`config.mk`:
```
export PLATFORM = sky130hd
export DESIGN_NAME = crc32c_keyed_linear_probe_table
export DESIGN_NICKNAME = d
export VERILOG_FILES = /design/src/hw/rtl/crc_lpt_pkg.sv /design/src/hw/rtl/crc32c_keyed_linear_probe_table.sv /design/src/hw/rtl/crc_lpt_ram.sv /design/src/hw/rtl/crc_lpt_dp.sv /design/src/hw/rtl/crc_lpt_ctrl.sv
export SDC_FILE = /design/constraint.sdc
export NUM_CORES = 2
export LEC_CHECK = 0
export BUFFER_PORTS_ARGS = -buffer_cell sky130_fd_sc_hd__buf_2
export CAP_MARGIN = 20
export CORE_ASPECT_RATIO = 0.6
export CORE_UTILIZATION = 45
export CTS_CLUSTER_SIZE = 14
export DETAILED_ROUTE_END_ITERATION = 10
export GPL_ROUTABILITY_DRIVEN = 1
export PLACE_DENSITY = 0.59
export SYNTH_ARGS = -nofsm -noshare
export SYNTH_HDL_FRONTEND = slang
export SYNTH_SLANG_ARGS = --single-unit
```
`constraint.sdc`:
```
create_clock -name clock -period 6.59 [get_ports clock]
set_input_delay 0.659 -clock clock [delete_from_list [all_inputs] [get_ports clock]]
set_output_delay 0.659 -clock clock [all_outputs]
set_load 0.005 [all_outputs]
```
`src/hw/rtl/crc_lpt_pkg.sv`:
```
// Shared types, constants and the CRC32C byte function of the keyed probe table.
package crc_lpt_pkg;

   localparam int HASH_W = 32;
   localparam int VALUE_W = 64;
   localparam logic [HASH_W-1:0] CRC_INIT = 32'hffff_ffff;
   localparam logic [HASH_W-1:0] CRC_POLY = 32'h82f6_3b78;

   localparam logic [1:0] ST_OK = 2'd0;
   localparam logic [1:0] ST_NOT_FOUND = 2'd1;
   localparam logic [1:0] ST_FULL = 2'd2;

   localparam logic ACT_LOOKUP = 1'b0;
   localparam logic ACT_INSERT = 1'b1;

   typedef struct packed {
      logic               action;
      logic [7:0]         key_byte;
      logic               key_last;
      logic [VALUE_W-1:0] value;
   } req_type;

   typedef struct packed {
      logic [1:0]         status;
      logic [HASH_W-1:0]  key_hash;
      logic [VALUE_W-1:0] found_value;
      logic [3:0]         slot_index;
   } rsp_type;

   typedef struct packed {
      logic       accept;
      logic       mod_step;
      logic       probe_start;
      logic       probe_next;
      logic       rd_en;
      logic       wr_en;
      logic       clr_step;
      logic       rsp_load;
      logic [1:0] rsp_status;
      logic       rsp_take_value;
   } dp_cmd_type;

   typedef struct packed {
      logic hash_zero;
      logic is_insert;
      logic mod_done;
      logic hit;
      logic probe_last;
      logic clr_done;
   } dp_stat_type;

   function automatic logic [HASH_W-1:0] crc_byte_f(input logic [HASH_W-1:0] crc,
                                                    input logic [7:0] data);
      logic [HASH_W-1:0] c;
      c = crc ^ {{(HASH_W-8){1'b0}}, data};
      for (int b = 0; b < 8; b++) begin
         if (c[0]) begin
            c = (c >> 1) ^ CRC_POLY;
         end else begin
            c = c >> 1;
         end
      end
      return c;
   endfunction

endpackage

```
`src/hw/rtl/crc32c_keyed_linear_probe_table.sv`:
```
// Key-hashed table with linear probing: CRC32C of streamed key bytes, lookup and insert.
//
// Input channel: drive start with a key byte beat on req_data; the beat is taken at
// a rising edge where start is high and busy is low. Bytes that are not last leave
// busy low, so a key streams in at one byte per cycle.
// The last byte ends the key: its CRC32C is finished and the action (lookup or
// insert) runs against the table while busy is high.
// Result channel: rsp_valid pulses for one cycle with rsp_data; the receiver cannot
// stall it, so there is no backpressure and nothing to hold.
// The home slot is the hash modulo TABLE_SLOTS, found by a reciprocal-multiply
// remainder when TABLE_SLOTS is not a power of two. A zero hash is answered
// without a probe.
// Each probed slot costs one registered RAM read and one compare, and a probe
// walks up to TABLE_SLOTS slots.
// Reset clears the running CRC and then sweeps the hash RAM, one slot per cycle,
// with busy high; the value RAM is not cleared.
module crc32c_keyed_linear_probe_table
   import crc_lpt_pkg::*;
#(
   parameter int TABLE_SLOTS = 16
) (
   input  logic    clock,
   input  logic    reset,
   input  logic    start,
   output logic    busy,
   input  req_type req_data,
   output logic    rsp_valid,
   output rsp_type rsp_data
);

   dp_cmd_type  cmd;
   dp_stat_type stat;

   crc_lpt_ctrl u_ctrl (
      .clock    (clock),
      .reset    (reset),
      .start    (start),
      .key_last (req_data.key_last),
      .stat     (stat),
      .cmd      (cmd),
      .busy     (busy),
      .rsp_valid(rsp_valid)
   );

   crc_lpt_dp #(
      .TABLE_SLOTS(TABLE_SLOTS)
   ) u_dp (
      .clock   (clock),
      .reset   (reset),
      .req_data(req_data),
      .cmd     (cmd),
      .stat    (stat),
      .rsp_data(rsp_data)
   );

   a_single_strobe : assert property (@(posedge clock) disable iff (reset)
      rsp_valid |=> !rsp_valid)
      else $error("result strobe lasted more than one cycle");

   a_no_rsp_mid_key : assert property (@(posedge clock) disable iff (reset)
      (start && !busy && !req_data.key_last) |=> !rsp_valid)
      else $error("result after a byte that was not last");

   a_fail_fields_zero : assert property (@(posedge clock) disable iff (reset)
      (rsp_valid && rsp_data.status != ST_OK) |->
         (rsp_data.slot_index == 4'd0 && rsp_data.found_value == '0))
      else $error("failed result carries slot or value");

   a_ok_nonzero_hash : assert property (@(posedge clock) disable iff (reset)
      (rsp_valid && rsp_data.status == ST_OK) |-> (rsp_data.key_hash != '0))
      else $error("zero hash reported as stored or found");

endmodule

```
`src/hw/rtl/crc_lpt_ram.sv`:
```
// Generic single-write, single-read RAM with registered read data.
module crc_lpt_ram #(
   parameter int WIDTH = 32,
   parameter int DEPTH = 16
) (
   input  logic                     clock,
   input  logic                     wr_en,
   input  logic [$clog2(DEPTH)-1:0] wr_addr,
   input  logic [WIDTH-1:0]         wr_data,
   input  logic                     rd_en,
   input  logic [$clog2(DEPTH)-1:0] rd_addr,
   output logic [WIDTH-1:0]         rd_data
);

   logic [WIDTH-1:0] mem_ff [DEPTH];
   logic [WIDTH-1:0] rd_data_ff;

   always_ff @(posedge clock) begin
      if (wr_en) begin
         mem_ff[wr_addr] <= wr_data;
      end
      if (rd_en) begin
         rd_data_ff <= mem_ff[rd_addr];
      end
   end

   assign rd_data = rd_data_ff;

endmodule

```
`src/hw/rtl/crc_lpt_dp.sv`:
```
// Datapath: CRC accumulation, home-slot modulo, slot probe, table RAMs and result register.
module crc_lpt_dp
   import crc_lpt_pkg::*;
#(
   parameter int TABLE_SLOTS = 16
) (
   input  logic        clock,
   input  logic        reset,
   input  req_type     req_data,
   input  dp_cmd_type  cmd,
   output dp_stat_type stat,
   output rsp_type     rsp_data
);

   localparam int IDX_W = $clog2(TABLE_SLOTS);
   localparam bit IS_POW2 = (TABLE_SLOTS & (TABLE_SLOTS - 1)) == 0;
   localparam logic [IDX_W-1:0] LAST_SLOT = IDX_W'(TABLE_SLOTS - 1);
   localparam logic [IDX_W:0] MOD_N = (IDX_W + 1)'(TABLE_SLOTS);
   localparam logic [HASH_W-1:0] RECIP = HASH_W'(64'h1_0000_0000 / 64'(TABLE_SLOTS));
   localparam logic [1:0] MOD_STEPS = 2'd2;

   logic [HASH_W-1:0]  crc_ff, crc_in;
   logic [HASH_W-1:0]  crc_next;
   logic [HASH_W-1:0]  hash_ff, hash_in;
   logic               action_ff, action_in;
   logic [VALUE_W-1:0] value_ff, value_in;
   logic [IDX_W-1:0]   rem_ff, rem_in;
   logic [HASH_W-1:0]  quo_ff, quo_in;
   logic [1:0]         mod_cnt_ff, mod_cnt_in;
   logic [IDX_W-1:0]   slot_ff, slot_in;
   logic [IDX_W-1:0]   probe_cnt_ff, probe_cnt_in;
   logic [IDX_W-1:0]   clr_addr_ff, clr_addr_in;
   rsp_type            rsp_ff, rsp_in;

   logic [2*HASH_W-1:0] recip_prod;
   logic [2*IDX_W+1:0]  qn_prod;
   logic [IDX_W:0]      rem_est;
   logic [IDX_W-1:0]   home;
   logic [IDX_W+3:0]   slot_ext;
   logic [HASH_W-1:0]  rd_hash;
   logic [VALUE_W-1:0] rd_value;
   logic               hash_wr_en;
   logic [IDX_W-1:0]   hash_wr_addr;
   logic [HASH_W-1:0]  hash_wr_data;

   assign crc_next   = crc_byte_f(crc_ff, req_data.key_byte);
   assign recip_prod = hash_ff * RECIP;
   assign qn_prod    = quo_ff[IDX_W:0] * MOD_N;
   assign rem_est    = hash_ff[IDX_W:0] - qn_prod[IDX_W:0];
   assign home       = IS_POW2 ? hash_ff[IDX_W-1:0] : rem_ff;
   assign slot_ext   = (IDX_W + 4)'(slot_ff);

   always_comb begin
      crc_in       = crc_ff;
      hash_in      = hash_ff;
      action_in    = action_ff;
      value_in     = value_ff;
      rem_in       = rem_ff;
      quo_in       = quo_ff;
      mod_cnt_in   = mod_cnt_ff;
      slot_in      = slot_ff;
      probe_cnt_in = probe_cnt_ff;
      clr_addr_in  = clr_addr_ff;
      rsp_in       = rsp_ff;

      if (cmd.accept) begin
         if (req_data.key_last) begin
            crc_in     = CRC_INIT;
            hash_in    = ~crc_next;
            action_in  = req_data.action;
            value_in   = req_data.value;
            rem_in     = '0;
            mod_cnt_in = '0;
         end else begin
            crc_in = crc_next;
         end
      end

      // estimate the quotient by reciprocal multiply, then fix up with one subtract
      if (cmd.mod_step) begin
         if (mod_cnt_ff == '0) begin
            quo_in = recip_prod[2*HASH_W-1:HASH_W];
         end else begin
            rem_in = (rem_est >= MOD_N) ? IDX_W'(rem_est - MOD_N) : rem_est[IDX_W-1:0];
         end
         mod_cnt_in = mod_cnt_ff + 1'b1;
      end

      if (cmd.probe_start) begin
         slot_in      = home;
         probe_cnt_in = '0;
      end else if (cmd.probe_next) begin
         slot_in      = (slot_ff == LAST_SLOT) ? '0 : slot_ff + 1'b1;
         probe_cnt_in = probe_cnt_ff + 1'b1;
      end

      if (cmd.clr_step) begin
         clr_addr_in = clr_addr_ff + 1'b1;
      end

      if (cmd.rsp_load) begin
         rsp_in.status      = cmd.rsp_status;
         rsp_in.key_hash    = hash_ff;
         rsp_in.found_value = cmd.rsp_take_value ? rd_value : '0;
         rsp_in.slot_index  = (cmd.rsp_status == ST_OK) ? slot_ext[3:0] : 4'd0;
      end
   end

   always_ff @(posedge clock) begin
      if (reset) begin
         crc_ff      <= CRC_INIT;
         clr_addr_ff <= '0;
      end else begin
         crc_ff      <= crc_in;
         clr_addr_ff <= clr_addr_in;
      end
      hash_ff      <= hash_in;
      action_ff    <= action_in;
      value_ff     <= value_in;
      rem_ff       <= rem_in;
      quo_ff       <= quo_in;
      mod_cnt_ff   <= mod_cnt_in;
      slot_ff      <= slot_in;
      probe_cnt_ff <= probe_cnt_in;
      rsp_ff       <= rsp_in;
   end

   assign hash_wr_en   = cmd.wr_en || cmd.clr_step;
   assign hash_wr_addr = cmd.clr_step ? clr_addr_ff : slot_ff;
   assign hash_wr_data = cmd.clr_step ? '0 : hash_ff;

   crc_lpt_ram #(
      .WIDTH(HASH_W),
      .DEPTH(TABLE_SLOTS)
   ) u_hash_ram (
      .clock  (clock),
      .wr_en  (hash_wr_en),
      .wr_addr(hash_wr_addr),
      .wr_data(hash_wr_data),
      .rd_en  (cmd.rd_en),
      .rd_addr(slot_ff),
      .rd_data(rd_hash)
   );

   crc_lpt_ram #(
      .WIDTH(VALUE_W),
      .DEPTH(TABLE_SLOTS)
   ) u_value_ram (
      .clock  (clock),
      .wr_en  (cmd.wr_en),
      .wr_addr(slot_ff),
      .wr_data(value_ff),
      .rd_en  (cmd.rd_en),
      .rd_addr(slot_ff),
      .rd_data(rd_value)
   );

   always_comb begin
      stat.hash_zero  = (hash_ff == '0);
      stat.is_insert  = (action_ff == ACT_INSERT);
      stat.mod_done   = IS_POW2 || (mod_cnt_ff == MOD_STEPS);
      stat.hit        = (rd_hash == hash_ff) || ((action_ff == ACT_INSERT) && (rd_hash == '0));
      stat.probe_last = (probe_cnt_ff == LAST_SLOT);
      stat.clr_done   = (clr_addr_ff == LAST_SLOT);
   end

   assign rsp_data = rsp_ff;

endmodule

```
`src/hw/rtl/crc_lpt_ctrl.sv`:
```
// Controller: sequences table clear, byte beats, modulo, slot probe and result strobe.
module crc_lpt_ctrl
   import crc_lpt_pkg::*;
(
   input  logic        clock,
   input  logic        reset,
   input  logic        start,
   input  logic        key_last,
   input  dp_stat_type stat,
   output dp_cmd_type  cmd,
   output logic        busy,
   output logic        rsp_valid
);

   typedef enum logic [2:0] {
      S_CLEAR,
      S_IDLE,
      S_MOD,
      S_READ,
      S_CMP
   } state_type;

   state_type state_ff, state_in;
   logic      rsp_valid_ff, rsp_valid_in;

   always_comb begin
      state_in     = state_ff;
      cmd          = '0;
      cmd.rsp_status = ST_OK;
      case (state_ff)
         S_CLEAR: begin
            cmd.clr_step = 1'b1;
            if (stat.clr_done) begin
               state_in = S_IDLE;
            end
         end
         S_IDLE: begin
            if (start) begin
               cmd.accept = 1'b1;
               if (key_last) begin
                  state_in = S_MOD;
               end
            end
         end
         S_MOD: begin
            if (stat.hash_zero) begin
               // zero hash is the free mark: never stored, never found
               cmd.rsp_load   = 1'b1;
               cmd.rsp_status = stat.is_insert ? ST_FULL : ST_NOT_FOUND;
               state_in       = S_IDLE;
            end else if (stat.mod_done) begin
               cmd.probe_start = 1'b1;
               state_in        = S_READ;
            end else begin
               cmd.mod_step = 1'b1;
            end
         end
         S_READ: begin
            cmd.rd_en = 1'b1;
            state_in  = S_CMP;
         end
         S_CMP: begin
            if (stat.hit) begin
               cmd.rsp_load       = 1'b1;
               cmd.rsp_status     = ST_OK;
               cmd.rsp_take_value = !stat.is_insert;
               cmd.wr_en          = stat.is_insert;
               state_in           = S_IDLE;
            end else if (stat.probe_last) begin
               cmd.rsp_load   = 1'b1;
               cmd.rsp_status = stat.is_insert ? ST_FULL : ST_NOT_FOUND;
               state_in       = S_IDLE;
            end else begin
               cmd.probe_next = 1'b1;
               state_in       = S_READ;
            end
         end
         default: begin
            state_in = S_IDLE;
         end
      endcase
      rsp_valid_in = cmd.rsp_load;
   end

   always_ff @(posedge clock) begin
      if (reset) begin
         state_ff     <= S_CLEAR;
         rsp_valid_ff <= 1'b0;
      end else begin
         state_ff     <= state_in;
         rsp_valid_ff <= rsp_valid_in;
      end
   end

   assign busy      = (state_ff != S_IDLE);
   assign rsp_valid = rsp_valid_ff;

endmodule

```
# [Word-level counts from Yosys, hierarchy flattened]
# Memory sizes are Yosys's and may differ from the RTL's. A register that Yosys moved wholly into a read port is not among the register bits.
# Index checks and enable logic that the tools add are counted.
[word_totals] register_bits=247 ramBits=1536 in_bits=77 out_inout_bits=104 wordCells=94 mem_count=2
[classes] n_addsub=3 n_eq_ne=12 muxes=43 n_bitwise=10 reduce_logical=11
[mem_list] memory="u_dp.u_value_ram.mem_ff" depth=16 width=64 rd=1 rd_clocked_by_memory_dff=1 wr=1 line="crc_lpt_ram.sv:15" text="logic [WIDTH-1:0] mem_ff [DEPTH];"
[mem_list] memory="u_dp.u_hash_ram.mem_ff" depth=16 width=32 rd=1 rd_clocked_by_memory_dff=1 wr=1 line="crc_lpt_ram.sv:15"
[ops] cell="$mux W32" n=10
[ops] cell="$not A16 Y17" n=8
[ops] cell="$logic_not A32 Y1" n=2
[ops] cell="$eq A32 B32 Y1" n=1
[ops] cell="$not A32 Y32" n=1
[ops] cell="$xor A32 B8 Y32" n=1
[ops] cell="$mux W3" n=6
[ops] cell="$mux W1" n=17
[ops] cell="$mux W4" n=4
[ops] cell="$pmux W3 S5" n=1
[ops] cell="$add A4 B1 Y4 const B" n=3
[ops] cell="$eq A4 B4 Y1 const B" n=3
[ops] cell="$mux W2" n=4
[ops] cell="$eq A3 B2 Y1 const B" n=2
[ops] cell="$ne A2 B2 Y1 const B" n=3
[ops] cell="$pmux W3 S2" n=1
[ops] cell="$eq A3 B1 Y1 const B" n=1
[ops] cell="$eq A3 B3 Y1 const B" n=1
[ops] cell="$logic_not A3 Y1" n=1
[ops] cell="$ne A3 B1 Y1 const B" n=1
[ops] cell="$reduce_and A3 Y1" n=1
[ops] cell="$logic_not A2 Y1" n=1
[ops] cell="$logic_or A1 B1 Y1" n=2
[ops] cell="$reduce_and A2 Y1" n=1
[ops] cell="3 further kinds" n=3

# [Depth between registers and ports, before layout]
[logic_depth] depth_word=18 mapped_depth=8 ltp_nobuf=7

# [Hierarchy]
# From an unflattened synthesis, not the netlist that was laid out.
[unflattened] cells_unflattened=3159 area_unflattened_um2=70545.2
[by_module_without_submodules] mod="crc_lpt_ram (u_dp.u_value_ram)" instances=1 cells_per_inst=1647 area_each_um2=40222.3 seq_area_each_um2=32671.3
[by_module_without_submodules] mod="crc_lpt_ram (u_dp.u_hash_ram)" instances=1 cells_per_inst=838 area_each_um2=20174.3 seq_area_each_um2=16335.7
[by_module_without_submodules] mod="crc_lpt_dp" instances=1 cells_per_inst=631 area_each_um2=9825.7 seq_area_each_um2=6896.6
[by_module_without_submodules] mod="crc_lpt_ctrl" instances=1 cells_per_inst=43 area_each_um2=322.8 seq_area_each_um2=80.1

# [Worst setup path before layout]
# No wires, ideal clock.
[synth_path] path_type="register to register" startpoint="register u_dp.hash_ff[0]" endpoint="register u_dp.rsp_ff, in the netlist u_dp.rsp_data[0], enable pin" setup_time_ns=0.585 t_arrival_ns=5.946 required_time_ns=6.005 path_slack_ns=0.059 stages_incl_launch_ff=7 n_path_buf=0 synth_period_minus_slack_ns=6.531 path_cell_list="edfxtp_1 -> xor2_1 -> nor4_1 -> nand4_1 -> nor2_1 -> nor3_1 -> o21bai_1"
[synth_lines] element="start: declaration" line="crc_lpt_dp.sv:24" text="logic [HASH_W-1:0] hash_ff, hash_in;"
[synth_lines] element="start signal: assignment" line="crc_lpt_dp.sv:117" text="hash_ff <= hash_in;"
[synth_lines] element="end signal: assignment" line="crc_lpt_dp.sv:125" text="rsp_ff <= rsp_in;"
[synth_lines] element="end: declaration" line="crc_lpt_dp.sv:33" text="rsp_type rsp_ff, rsp_in;"

# [Final worst setup path]
[layout_path] startpoint="register u_dp.hash_ff[24]" endpoint="memory u_dp.u_hash_ram.mem_ff[14][25], in the netlist u_dp.u_hash_ram.mem_ff[7][25], enable pin"
[layout_between] elab_chain_len=7
[layout_lines] element="$eq A32 B32 Y1" line="crc_lpt_dp.sv:162" text="stat.hit = (rd_hash == hash_ff) || ((action_ff == ACT_INSERT) && (rd_hash == '0));"
[layout_lines] element="$logic_or A1 B1 Y1" line="crc_lpt_dp.sv:162"
[layout_lines] element="$mux W1" line="crc_lpt_ctrl.sv:63" text="if (stat.hit) begin"
[layout_lines] element="$mux W1" line="crc_lpt_ctrl.sv:30" text="case (state_ff)"
[layout_lines] element="$logic_or A1 B1 Y1" line="crc_lpt_dp.sv:128" text="assign hash_wr_en = cmd.wr_en || cmd.clr_step;"
[layout_lines] element="$mux W1" line="crc_lpt_ram.sv:19" text="if (wr_en) begin"
[layout_lines] element="$mux W1 (not written as such)" line="crc_lpt_ram.sv:20" text="mem_ff[wr_addr] <= wr_data;"
[layout_lines] element="end: declaration" line="crc_lpt_ram.sv:15"
# No other way between the ends.

==> results <==
- Setup total negative slack on the finished layout was measured at 0 ns.
- The count of cells in the finished layout, fillers not included, comes to approximately 5.5k.
- Power spread over the standard cell area amounts to 286 nW/um^2.
- The total core area is approximately 160000 sq um.
- The flow ran to the end, and the final reports show no timing, DRC or antenna violations.
- The total of fill cells in the finished design is roughly 12k.
- For this configuration, the core starts out at a cell density of 45.4%.
- The count of endpoints failing setup in the final report is 0.
- The post-route DRC violation count is 0.
- For met2 alone, demand over resource in global routing was 28.2%.
- Once the clock tree was built, the setup fixing pass inserted 0 buffers.
- In the final layout, the share of cells above drive strength 1 is 29.2%.
- Yosys printed 0 warnings.
- The clock arrives with 0.0520 ns of skew.
- The pre-antenna-repair detailed-routing pass consisted of 5 iterations.
- The mean instance size in the synthesized netlist is around 24 sq um.
- The worst slew slack as a fraction of its limit is under 10%.
- The root cell of the clock tree is sky130_fd_sc_hd__clkbuf_16.
- The die covers 158000 sq um.
- The clock reaches the later pin of the worst-skew pair after 0.82 ns.
- The switching share of total power is 20.3%.
- The clock group share of total power is 41.6%.
- For this run, the leading register cell type out of synthesis is sky130_fd_sc_hd__edfxtp_1.
- Across all setup checks in the final design, the least slack found is 2.47 ns.
- The share of flip-flops with an asynchronous set or reset after synthesis is 0%.
- Clock-pin slew was measured on the worst setup and hold paths at 0.06 ns.
- The most heavily used metal layer in global routing is met1.
- The peak ir drop on the vdd network is 0.298 mV.
- The total half-perimeter wirelength after legalization and detailed placement is approximately 100000 um.
- The pin count of the biggest net entering global routing is about 120.
- STA puts the critical path data required time at between 7 and 8 ns.
- The top fanout value on the critical path is 32.
- The clock period minus worst slack is 4.12 ns.
- The internal power summed over all cells is 18300 uW.
- Summing all non-filler instances in the final layout gives an area of ~80000 sq um.
- Setup repair after global routing left no endpoint under its margin.
- At the worst endpoint, the arrival time is 4.54 ns.
- In this run, CTS created clock tree buffers numbering 170.
- Timing analysis after detailed placement gives a worst setup slack of about 2.5 ns.
- The share of the cycle needed by the critical path after routing is 62.5%.
- The biggest area contributor in the post-synthesis netlist is sky130_fd_sc_hd__edfxtp_1.
- Sorting the synthesized cells by area gives the leading types as sky130_fd_sc_hd__edfxtp_1 78%, sky130_fd_sc_hd__mux4_2 15%, sky130_fd_sc_hd__dfxtp_1 1.2%.
- Sequential cells account for 56.8% of the total power.
- The kind of critical path is reg -> reg.
- Compared with the post-synthesis result, the final layout area differs by 13.7%.
- The number of max-slew violations in the final report is 0.
- The H-tree level count is 4.
- Counting flops and latches in the post-synthesis netlist gives 1879.
- The most repeated cell in the gate-level netlist after synthesis is sky130_fd_sc_hd__edfxtp_1.
- The wire length of the first global-routing pass is 238000 um.
- Pin placement for this block handled 181 I/O pins.
- STA classifies the critical path endpoint as a flop.
- The number of antenna violations at the first check in global routing was 12.
- In this run the tool buffered the top-level ports with 180 buffer cells.
- TritonCTS built the clock tree.
- For this run, global-route usage on met1 was measured as 34.2%.
- After detailed routing, the number of vias per cell comes to 5.89.
- The number of antenna-violating nets in the routed design is 0.
- In this run the cell area measured after placement is about 74000 sq um.
- The cell area after synthesis is 70500 sq um.
- The number of placed instances, taps included, is 5085.
- By count the netlist is led by 1835 x sky130_fd_sc_hd__edfxtp_1, 480 x sky130_fd_sc_hd__mux4_2, 107 x sky130_fd_sc_hd__and2_1, 86 x sky130_fd_sc_hd__clkbuf_1, 52 x sky130_fd_sc_hd__xor2_1.
- The combinational power share is 1.6%.
- The die span in y is 309 um.
- The overall routed net length is 168000 um.
- From left edge to right edge, the die measures about 500 um.
- Counting flops with a built-in enable in the synthesized netlist gives 1835.
- The highest attainable clock frequency is ~240 MHz.
- The detailed router finished its first iteration with 4009 violations.
- The total power of the final layout is between 20000 and 25000 uW.
- The count of final hold-check violations is 0.
- The kind of start point of the critical path is a flop.
- For this run, the register share of the synthesized area comes to 79.4%.
- After clock tree synthesis, the repair step resized 0 gates.
- The via count of the first global-routing pass was 31.9k.
- Row generation in the floorplan step produced 112 rows.
- The overall track demand over capacity in global routing is between 20% and 30%.
- The area share of the largest cell type after synthesis is 78.2%.
- The global-route congestion overflow total is 0.
- At the pin with the least slew margin, the transition time is 1.38 ns.
- For this design, the sink count on the clock tree is 1879.
- The number of max-capacitance violations reported is 0.
- No sink is reached through more buffers than the 3 on the longest clock path.
- The tightest min-delay check is of the in -> reg type.
- The gate count after technology mapping is about 3k.
- The per-cell routed wire length is 30.8 um.
- For this design the static power due to leakage is roughly 0.026 uW.
- The net count after synthesis is 3022.
- The netlist uses 39 different library cells.
- The switching power is 4650 uW.
- The final RePlAce weighted congestion is roughly 0.88.
- The overall via count from detail_route is 32.2k.
- The global routing met3 resource utilization is 6.87%.
- The net count of the finished layout is 3357.
-- cell families after synthesis --
family,count (synthesis),synth area share (%)
xor+xnor,117,1.69
simple gates,255,2.00
compound gates,56,0.559
buf+inv,141,0.801
mux,485,15.4
flops,1879,79.4
fa+ha+maj,6,0.107
-- worst max-delay path, stage by stage (launching register included) --
cell                       delay (ns)
sky130_fd_sc_hd__edfxtp_1        0.46
sky130_fd_sc_hd__xor2_1          0.20
sky130_fd_sc_hd__nor4_1          0.38
sky130_fd_sc_hd__nand4_1         0.13
sky130_fd_sc_hd__nor2_1          0.26
sky130_fd_sc_hd__o211a_1         0.69
sky130_fd_sc_hd__a32oi_1         0.54
sky130_fd_sc_hd__nor2_4          1.05
-- flip-flops by register name (all words and copies together), names as in the netlist --
| register | flops |
|---|---|
| u_dp.value_ff | 64 |
| u_dp.u_value_ram.mem_ff | 1024 |
| u_dp.u_hash_ram.rd_data | 32 |
| u_dp.hash_ff | 32 |
| u_dp.u_value_ram.rd_data | 64 |
| u_dp.crc_ff | 32 |
| u_dp.slot_ff | 4 |
| u_dp.action_ff | 1 |
| u_dp.rsp_data | 102 |
| u_dp.u_hash_ram.mem_ff | 512 |
| u_dp.probe_cnt_ff | 4 |
| u_ctrl.rsp_valid | 1 |
| u_ctrl.state_ff | 3 |
| u_dp.clr_addr_ff | 4 |
-- worst paths after layout --
check	cells past startpoint	start	slack (ns)	to
hold / removal	1	req_data[9]	0.09	u_dp.value_ff[9]$_DFFE_PP_
setup / recovery	7	u_dp.hash_ff[24]$_DFFE_PP_	2.47	u_dp.u_hash_ram.mem_ff[7][25]$_DFFE_PP_
setup reg to reg	7	u_dp.hash_ff[24]$_DFFE_PP_	2.47	u_dp.u_hash_ram.mem_ff[7][25]$_DFFE_PP_
hold reg to reg	1	u_dp.probe_cnt_ff[3]$_SDFFE_PP0P_	0.49	u_dp.probe_cnt_ff[3]$_SDFFE_PP0P_
-- stage by stage --
stage,hold slack (ns),utilization (%)
2_1_floorplan,0.446,-
3_3_place_gp,0.456,47.6
3_5_place_dp,0.479,47.7
4_1_cts,0.0333,51.4
5_1_grt,0.0481,51.6
6_report,0.0886,51.6
-- repair_timing --
action / 4_1_cts / 5_1_grt
hold buffers: 59 / 0
setup endpoints to repair: 0 / 0
endpoints found under the hold margin: 59 / 0
-- placed cells by master (no fill, tap or decap), drive strengths merged, types with 44 or more instances in the layout --
master	count
buf	235
edfxtp	1835
xnor2	60
clkbuf	222
dfxtp	44
clkinv	66
dlygate4sd3	59
and2	107
xor2	57
mux4	480
-- final cells by class --
| class | instances | area (sq um) | area share (%) |
|---|---|---|---|
| flip-flops and latches | 1879 | 56000 | 69.8 |
| multi-input cells | 919 | 14100 | 17.6 |
| clock buffers | 221 | 4480 | 5.58 |
| well taps | 2052 | 2570 | 3.20 |
| repair buffers | 295 | 2150 | 2.68 |
| clock inverters | 84 | 810 | 1.01 |
| inverters | 9 | 38.8 | 0.0484 |
| diodes | 2 | 5.00 | 0.00624 |
-- power groups by stage --
| stage | logic, uW | registers (uW) | clock network [uW] |
|---|---|---|---|
| floorplan | 183 | 13300 | 0 |
| global placement | 330 | 13300 | 0 |
| detailed placement | 326 | 13300 | 0 |
| CTS | 361 | 13000 | 9720 |
| global route | 382 | 13000 | 10100 |
| finish | 363 | 13000 | 9560 |
-- layer usage --
layer,vias up,wire [um]
li1,13100,-
met1,17400,77900
met2,1474,69400
met3,183,18200
met4,2,2440
met5,-,13
No activity file was read; power rests on OpenSTA's default activity.
